`src/sbac_pkg.sv`:
```
package sbac_pkg;

    localparam int DEF_CHANNELS = 4;
    localparam int DEF_COLUMNS  = 12;

    localparam int NUM_TERMS   = 6;
    localparam int NUM_DARK    = 2;
    localparam int QUEUE_DEPTH = 2;

    localparam logic OP_WRITE  = 1'b0;
    localparam logic OP_SAMPLE = 1'b1;

    localparam logic REG_RAW_MODE    = 1'b0;
    localparam logic REG_BLACK_LEVEL = 1'b1;

    localparam logic [11:0] BLACK_LEVEL_RESET = 12'd100;

    localparam int TERM_K  = 0;
    localparam int TERM_B  = 1;
    localparam int TERM_K2 = 2;
    localparam int TERM_B2 = 3;
    localparam int TERM_C  = 4;
    localparam int TERM_H  = 5;

    localparam logic [2:0] SEL_LOW_DARK = 3'd6;

    localparam logic [15:0] K_SCALE_M1 = 16'd32767;
    localparam logic [16:0] RECIP_10   = 17'd52429;
    localparam logic [27:0] RECIP_225  = 28'd152709948;
    localparam logic [28:0] SAW_DIV_LO = 29'd225;
    localparam logic [8:0]  SAW_SPAN   = 9'd300;

    localparam int signed LBPC_OVER_HARD  = 275;
    localparam int signed LBPC_OVER       = 255;
    localparam int signed LBPC_OVER_SOFT  = 191;
    localparam int signed LBPC_UNDER_HARD = -20;
    localparam int signed LBPC_UNDER      = 0;
    localparam int signed LBPC_UNDER_SOFT = 64;
    localparam int signed QERR_1          = 28;
    localparam int signed QERR_2          = 52;
    localparam int signed QERR_3          = 96;

    localparam logic [3:0] FAULT_NONE    = 4'd0;
    localparam logic [3:0] FAULT_OVER_1  = 4'd1;
    localparam logic [3:0] FAULT_OVER_2  = 4'd2;
    localparam logic [3:0] FAULT_OVER_3  = 4'd3;
    localparam logic [3:0] FAULT_OVER_4  = 4'd4;
    localparam logic [3:0] FAULT_UNDER_1 = 4'd5;
    localparam logic [3:0] FAULT_UNDER_2 = 4'd6;
    localparam logic [3:0] FAULT_UNDER_3 = 4'd7;
    localparam logic [3:0] FAULT_UNDER_4 = 4'd8;

    typedef struct packed {
        logic               is_write;
        logic               in_range;
        logic [1:0]         channel;
        logic [4:0]         table_col;
        logic [2:0]         entry_select;
        logic signed [15:0] entry_value;
        logic [7:0]         high_byte;
        logic [7:0]         low_byte;
        logic               low_gain;
    } item_t;

endpackage

```
`src/sbac_front.sv`:
```
module sbac_front
    import sbac_pkg::*;
#(
    parameter int CHANNELS = DEF_CHANNELS,
    parameter int COLUMNS  = DEF_COLUMNS
) (
    input  logic               aclk,
    input  logic               aresetn,
    input  logic               s_valid,
    output logic               s_ready,
    input  logic               s_operation,
    input  logic [1:0]         s_channel,
    input  logic [4:0]         s_column,
    input  logic [2:0]         s_entry_select,
    input  logic signed [15:0] s_entry_value,
    input  logic [7:0]         s_high_byte,
    input  logic [7:0]         s_low_byte,
    input  logic               s_wide_frame,
    input  logic               s_low_gain,
    output logic               q_valid,
    output item_t              q_item,
    input  logic               q_pop
);

    item_t      item_in;
    logic [4:0] tcol;
    item_t      q_mem_reg [QUEUE_DEPTH];
    logic       wr_ptr_reg, wr_ptr_next;
    logic       rd_ptr_reg, rd_ptr_next;
    logic [1:0] count_reg, count_next;
    logic       push, pop;

    assign tcol = (s_operation == OP_SAMPLE && s_wide_frame) ? {1'b0, s_column[4:1]} : s_column;

    always_comb begin
        item_in.is_write     = (s_operation == OP_WRITE);
        item_in.in_range     = ({30'd0, s_channel} < 32'(CHANNELS)) &&
                               ({27'd0, tcol} < 32'(COLUMNS));
        item_in.channel      = s_channel;
        item_in.table_col    = tcol;
        item_in.entry_select = s_entry_select;
        item_in.entry_value  = s_entry_value;
        item_in.high_byte    = s_high_byte;
        item_in.low_byte     = s_low_byte;
        item_in.low_gain     = s_low_gain;
    end

    assign s_ready = (count_reg != 2'(QUEUE_DEPTH));
    assign q_valid = (count_reg != 2'd0);
    assign q_item  = q_mem_reg[rd_ptr_reg];
    assign push    = s_valid && s_ready;
    assign pop     = q_pop && q_valid;

    always_comb begin
        wr_ptr_next = push ? ~wr_ptr_reg : wr_ptr_reg;
        rd_ptr_next = pop ? ~rd_ptr_reg : rd_ptr_reg;
        count_next  = count_reg + 2'(push) - 2'(pop);
    end

    always_ff @(posedge aclk) begin
        if (push) begin
            q_mem_reg[wr_ptr_reg] <= item_in;
        end
    end

    always_ff @(posedge aclk) begin
        if (!aresetn) begin
            wr_ptr_reg <= 1'b0;
            rd_ptr_reg <= 1'b0;
            count_reg  <= 2'd0;
        end else begin
            wr_ptr_reg <= wr_ptr_next;
            rd_ptr_reg <= rd_ptr_next;
            count_reg  <= count_next;
        end
    end

`ifndef SYNTHESIS
    a_count_bound: assert property (@(posedge aclk) disable iff (!aresetn)
        count_reg <= 2'(QUEUE_DEPTH)) else $error("queue count overrun");
    a_pop_only: assert property (@(posedge aclk) disable iff (!aresetn)
        (pop && !push) |=> count_reg == $past(count_reg) - 2'd1)
        else $error("queue count did not drop on pop");
    a_push_only: assert property (@(posedge aclk) disable iff (!aresetn)
        (push && !pop) |=> count_reg == $past(count_reg) + 2'd1)
        else $error("queue count did not rise on push");
`endif

endmodule

```
`config.mk`:
```
export PLATFORM = sky130hd
export DESIGN_NAME = sbac_front
export DESIGN_NICKNAME = d
export VERILOG_FILES = /design/src/sbac_pkg.sv /design/src/sbac_front.sv
export SDC_FILE = /design/constraint.sdc
export NUM_CORES = 1
export LEC_CHECK = 0
export BUFFER_PORTS_ARGS = -buffer_cell sky130_fd_sc_hd__buf_4
export CORE_MARGIN = 5
export CORE_UTILIZATION = 45
export DETAILED_ROUTE_END_ITERATION = 16
export PLACE_DENSITY = 0.72
export SKIP_LAST_GASP = 1
export SLEW_MARGIN = 20
export SYNTH_ARGS = -nofsm -noshare
export SYNTH_HDL_FRONTEND = slang
export SYNTH_SLANG_ARGS = --single-unit
```
`constraint.sdc`:
```
create_clock -name aclk -period 2.85 [get_ports aclk]
set_input_delay 0.285 -clock aclk [delete_from_list [all_inputs] [get_ports aclk]]
set_output_delay 0.285 -clock aclk [all_outputs]
set_load 0.02 [all_outputs]
```
---- Yosys cells after proc, flatten, opt, wreduce, memory -nomap -nowiden ----
Memories as Yosys holds them, arrays and structs flattened. A register that Yosys moved wholly into a read port is not among the register bits.
Index checks and enable logic that the tools add are counted.
cells by class
  add/subtract/negate cells ............... 2
  multiply operators ...................... 0
  divide/modulo/power cells ............... 0
  order comparisons ....................... 1
  equal/unequal tests ..................... 1
  shifts and indexed selects .............. 0
  multiplexer cells ....................... 5
  bitwise logic cells ..................... 3
  reductions and logical operators ........ 4
operators with widths
  cell                  count
  $lt A5 B4 Y1 const B  1
  $mux W5               1
  $mux W1               4
  $logic_and A1 B1 Y1   3
  $not A1 Y1            3
  $add A2 B1 Y2         1
  $ne A2 B2 Y1 const B  1
  $reduce_bool A2 Y1    1
  $sub A2 B1 Y2         1
word-level totals
  bits in registers ....................... 4
  bits in latches ......................... 0
  RAM bits ................................ 90
  memory bits (read-only) ................. 0
  output and inout port bits .............. 47
  memories kept ........................... 1
memories
  name       words  width  read ports  clocked after Yosys merged registers in  write ports  RTL line          RTL
  q_mem_reg  2      45     1           1                                        1            sbac_front.sv:27  item_t q_mem_reg [QUEUE_DEPTH];

---- Depth between registers and ports, before layout ----
  depth in word-level cells ............... 4
  mapped depth ............................ 8
  mapped depth without buffers ............ 8

---- Worst setup path before layout ----
No wires, ideal clock.
  path type ............................... reg2reg
  from .................................... reg count_reg[0]
  to ...................................... mem q_mem_reg[0][0] (netlist name), enable pin
  arrival time ............................ 2,648 ps
  path slack .............................. -246 ps
  cell stages (with the launch flop) ...... 4
  clock period less this slack ............ 3,096 ps
  path through ............................ dfxtp_1 nand2b_1 nand2_1 nor2_1
on the way
  longest elaborated chain between the ends .. 4
ends and longest elaborated chain
  element                        RTL line          RTL
  from (decl)                    sbac_front.sv:30  logic [1:0] count_reg, count_next;
  from (signal assigned)         sbac_front.sv:74  count_reg <= count_next;
  $ne A2 B2 Y1                   sbac_front.sv:48  assign s_ready = (count_reg != 2'(QUEUE_DEPTH));
  net s_ready                    sbac_front.sv:10  output logic s_ready,
  $logic_and A1 B1 Y1            sbac_front.sv:51  assign push = s_valid && s_ready;
  $mux W1                        sbac_front.sv:61  if (push) begin
  $mux W1 (implied by the code)  sbac_front.sv:62  q_mem_reg[wr_ptr_reg] <= item_in;
  to (decl)                      sbac_front.sv:27
The timed path passes the listed nets, and every way through them passes these cells.

==> run_results.csv <==
group,metric,value,unit
pwr,p_int,3.01,mW
cts,cts_max_level,3,
pwr,total_power,4.18,mW
cts,post-cts-setup-buffers,0,
sta,max_freq,470,MHz
placement,place_inst,372,
worst_setup_path,path_cells,"mux2_2 > buf_4",
cts,cts_buffer_depth,2,
cts,clock-root-buffer,"clkbuf_8",
grt,grt_overflow,0,
floorplanning,start_util,0.460,
synthesis,ys_warn_count,0,
pwr,p_sw,1.16,mW
route,avgRoutedWirePerCell,15.8,um
worst_setup_path,cp.required,2570,ps
grt,grt_pass1_wl,9340,um
grt,grt_pass1_vias,1962,
cts,clkTransAtPathRegs,90,ps
sta,fin_tns_setup,0,ps
placement,port_buffers,95,
synthesis,synth_area,3760,sq um
floorplanning,rows,33,
placement,gp_congestion,0.699,
placement,dpl.hpwl,4160,um
worst_setup_path,crit_type,"reg2out",
synthesis,ys_ff_latch,95,
synthesis,synth_top_family_by_area,"multiplexers",
worst_setup_path,cpPeakStageDelay,910,ps
route,drc_errors,0,
finish,diodes,0,
sta,setup_viol,0,
min_path,hold_path_class,"in2reg",
job,drv_cap,0,
pwr,leakagePower,1.88,nW
synthesis,synth_fa_ha_area_frac,0.00666,
finish,nNetsFinal,329,
pwr,p_seq_frac,0.460,
cts,insertion_delay,350,ps
floorplanning,die_area,10300,sq um
worst_setup_path,slowest_stage,"dfxtp_4",
min_path,hold_depth,1,
worst_setup_path,cp.buffers_inverters,1,
finish,area_delta_synth_final,27.6,%
synthesis,ys_seq_area_frac,0.746,
cts,holdBufCountCts,0,
pwr,clkPwrFrac,0.243,
worst_setup_path,startpoint_type,"register",
worst_setup_path,ff2ff_path_depth,8,
sta,worstMarginPinSlew,830,ps
grt,grt_max_degree,46,
synthesis,synthSimpleGateAreaFrac,0.0190,
route,drtIter0Drc,77,
route,first_pass_iters,4,
grt,antenna_found_initial,0,
route,wirelength,6130,um
sta,period_share,0.747,
pwr,pwr_density_cell,871,nW/um^2
pwr,irDropWorstVdd,0.000495,V
cts,cts_tree,"built",
worst_setup_path,cp_num_cells,2,
synthesis,synth-compound-area-share,0.00599,
cts,numCtsBuffers,9,
synthesis,synth_xor_area_frac,0.00699,
sta,fin_ws,720,ps
sta,clock_skew,5.75,ps
placement,post-place-ws,1050,ps
synthesis,synth_fp_nets,225,
synthesis,syn-instance-count,174,
synthesis,ys_types,19,
floorplanning,coreArea,8180,sq um
floorplanning,io_pins,96,
route,vias,1852,
route,ant_nets,0,
cts,clock-sinks,95,
synthesis,synth.avg_cell_area,21.6,sq um
pwr,power_frac_comb,0.297,
finish,utilization,0.586,
floorplanning,die_h,101,um
sta,finalMaxSlewViolations,0,
worst_setup_path,crit_fanout,45,
finish,drive_gt1_frac,0.583,
grt,grt.total_usage,0.123,
floorplanning,die_w,101,um
finish,largest_reg_flops,90,
sta,rsz0062_at_grt,"false",
sta,maxSlewHeadroom,0.447,
worst_setup_path,worstSetupEndpointType,"primary output",
outcome,status,"completed",
synthesis,synth_mux_area_frac,0.189,
finish,fin_cells,388,
route,vias_per_cell,4.77,
sta,finalHoldViolCount,0,
sta,min_period,2130,ps
worst_setup_path,arrival,1840,ps
worst_setup_path,critPathTopFamily,"flip-flops",
pwr,p_sw_frac,0.278,
cts,cts_resized,0,
## logic make-up (layout without fill, tap and decap cells)
family,count (synthesis),in the layout
muxes,50,50
buffers and inverters,7,116
AOI/OAI and AO/OA,4,4
DFF,95,95
adders and majority gates,2,2
xor gates and xnor gates,3,3
and+or+nand+nor,13,13
## power by group through the flow
stage	sequential (mW)	clock [mW]	combinational, mW
floorplan	1.83	0	0.970
global placement	1.95	0	1.25
detailed placement	1.96	0	1.26
CTS	1.93	1.04	1.27
global route	1.95	1.11	1.32
finish	1.92	1.01	1.24
## worst paths after layout
path                         start                to  slack (ps)
setup / recovery          register         q_item[1]         720
setup reg to reg      count_reg[0]      count_reg[1]        1100
hold / removal    s_entry_value[4]  q_mem_reg[0][21]         110
hold reg to reg         wr_ptr_reg        wr_ptr_reg         530
## cells in the mapped netlist
| cell | n | share of area |
|---|---|---|
| a21oi_1 | 3 | 0.0040 |
| and2_1 | 3 | 0.0050 |
| and3_1 | 1 | 0.0017 |
| buf_12 | 4 | 0.021 |
| buf_6 | 1 | 0.0030 |
| dfxtp_1 | 5 | 0.027 |
| edfxtp_1 | 90 | 0.72 |
| ha_1 | 2 | 0.0067 |
| inv_1 | 2 | 0.0020 |
| mux2_2 | 9 | 0.027 |
| mux2_4 | 40 | 0.16 |
| mux2i_1 | 1 | 0.0027 |
| nand2_1 | 3 | 0.0030 |
| nand2b_1 | 2 | 0.0033 |
| nor2_1 | 1 | 0.0010 |
| nor2b_1 | 2 | 0.0033 |
| o21a_1 | 1 | 0.0020 |
| or2_2 | 1 | 0.0017 |
| xnor2_1 | 3 | 0.0070 |
## cell usage in the layout, fill, tap and decap left out, drive strengths merged
cell,count
buf,98
edfxtp,90
mux2,49
clkbuf,10
dfxtp,5
nand2,3
and2,3
a21oi,3
xnor2,3
bufinv,3
inv,3
nand2b,2
nor2b,2
ha,2
clkinv,2
o21a,1
or2,1
and3,1
nor2,1
mux2i,1
## per-stage QoR
| stage | area [sq um] | hold slack (ps) |
|---|---|---|
| floorplan | 3760 | 384 |
| global placement | 4560 | 470 |
| detailed placement | 4560 | 473 |
| CTS | 4790 | 93.9 |
| global route | 4790 | 82.5 |
| finish | 4790 | 113 |
## layer usage
layer / vias up / share of wire / global-route usage
li1: 879 / - / -
met1: 903 / 0.37 / 0.132
met2: 62 / 0.52 / 0.209
met3: 8 / 0.086 / 0.0489
met4: 0 / 0.017 / 0.0675
met5: - / 0 / 0
## layout make-up
type | count | area [sq um]
timing repair buffer | 98 | 748
tap | 105 | 131
inverter | 2 | 7.51
fill | 644 | 3380
sequential | 95 | 2810
clock buffer | 10 | 128
clock inverter | 6 | 108
multi-input combinational | 72 | 866
Note: power is estimated with default switching activity, not from simulation.
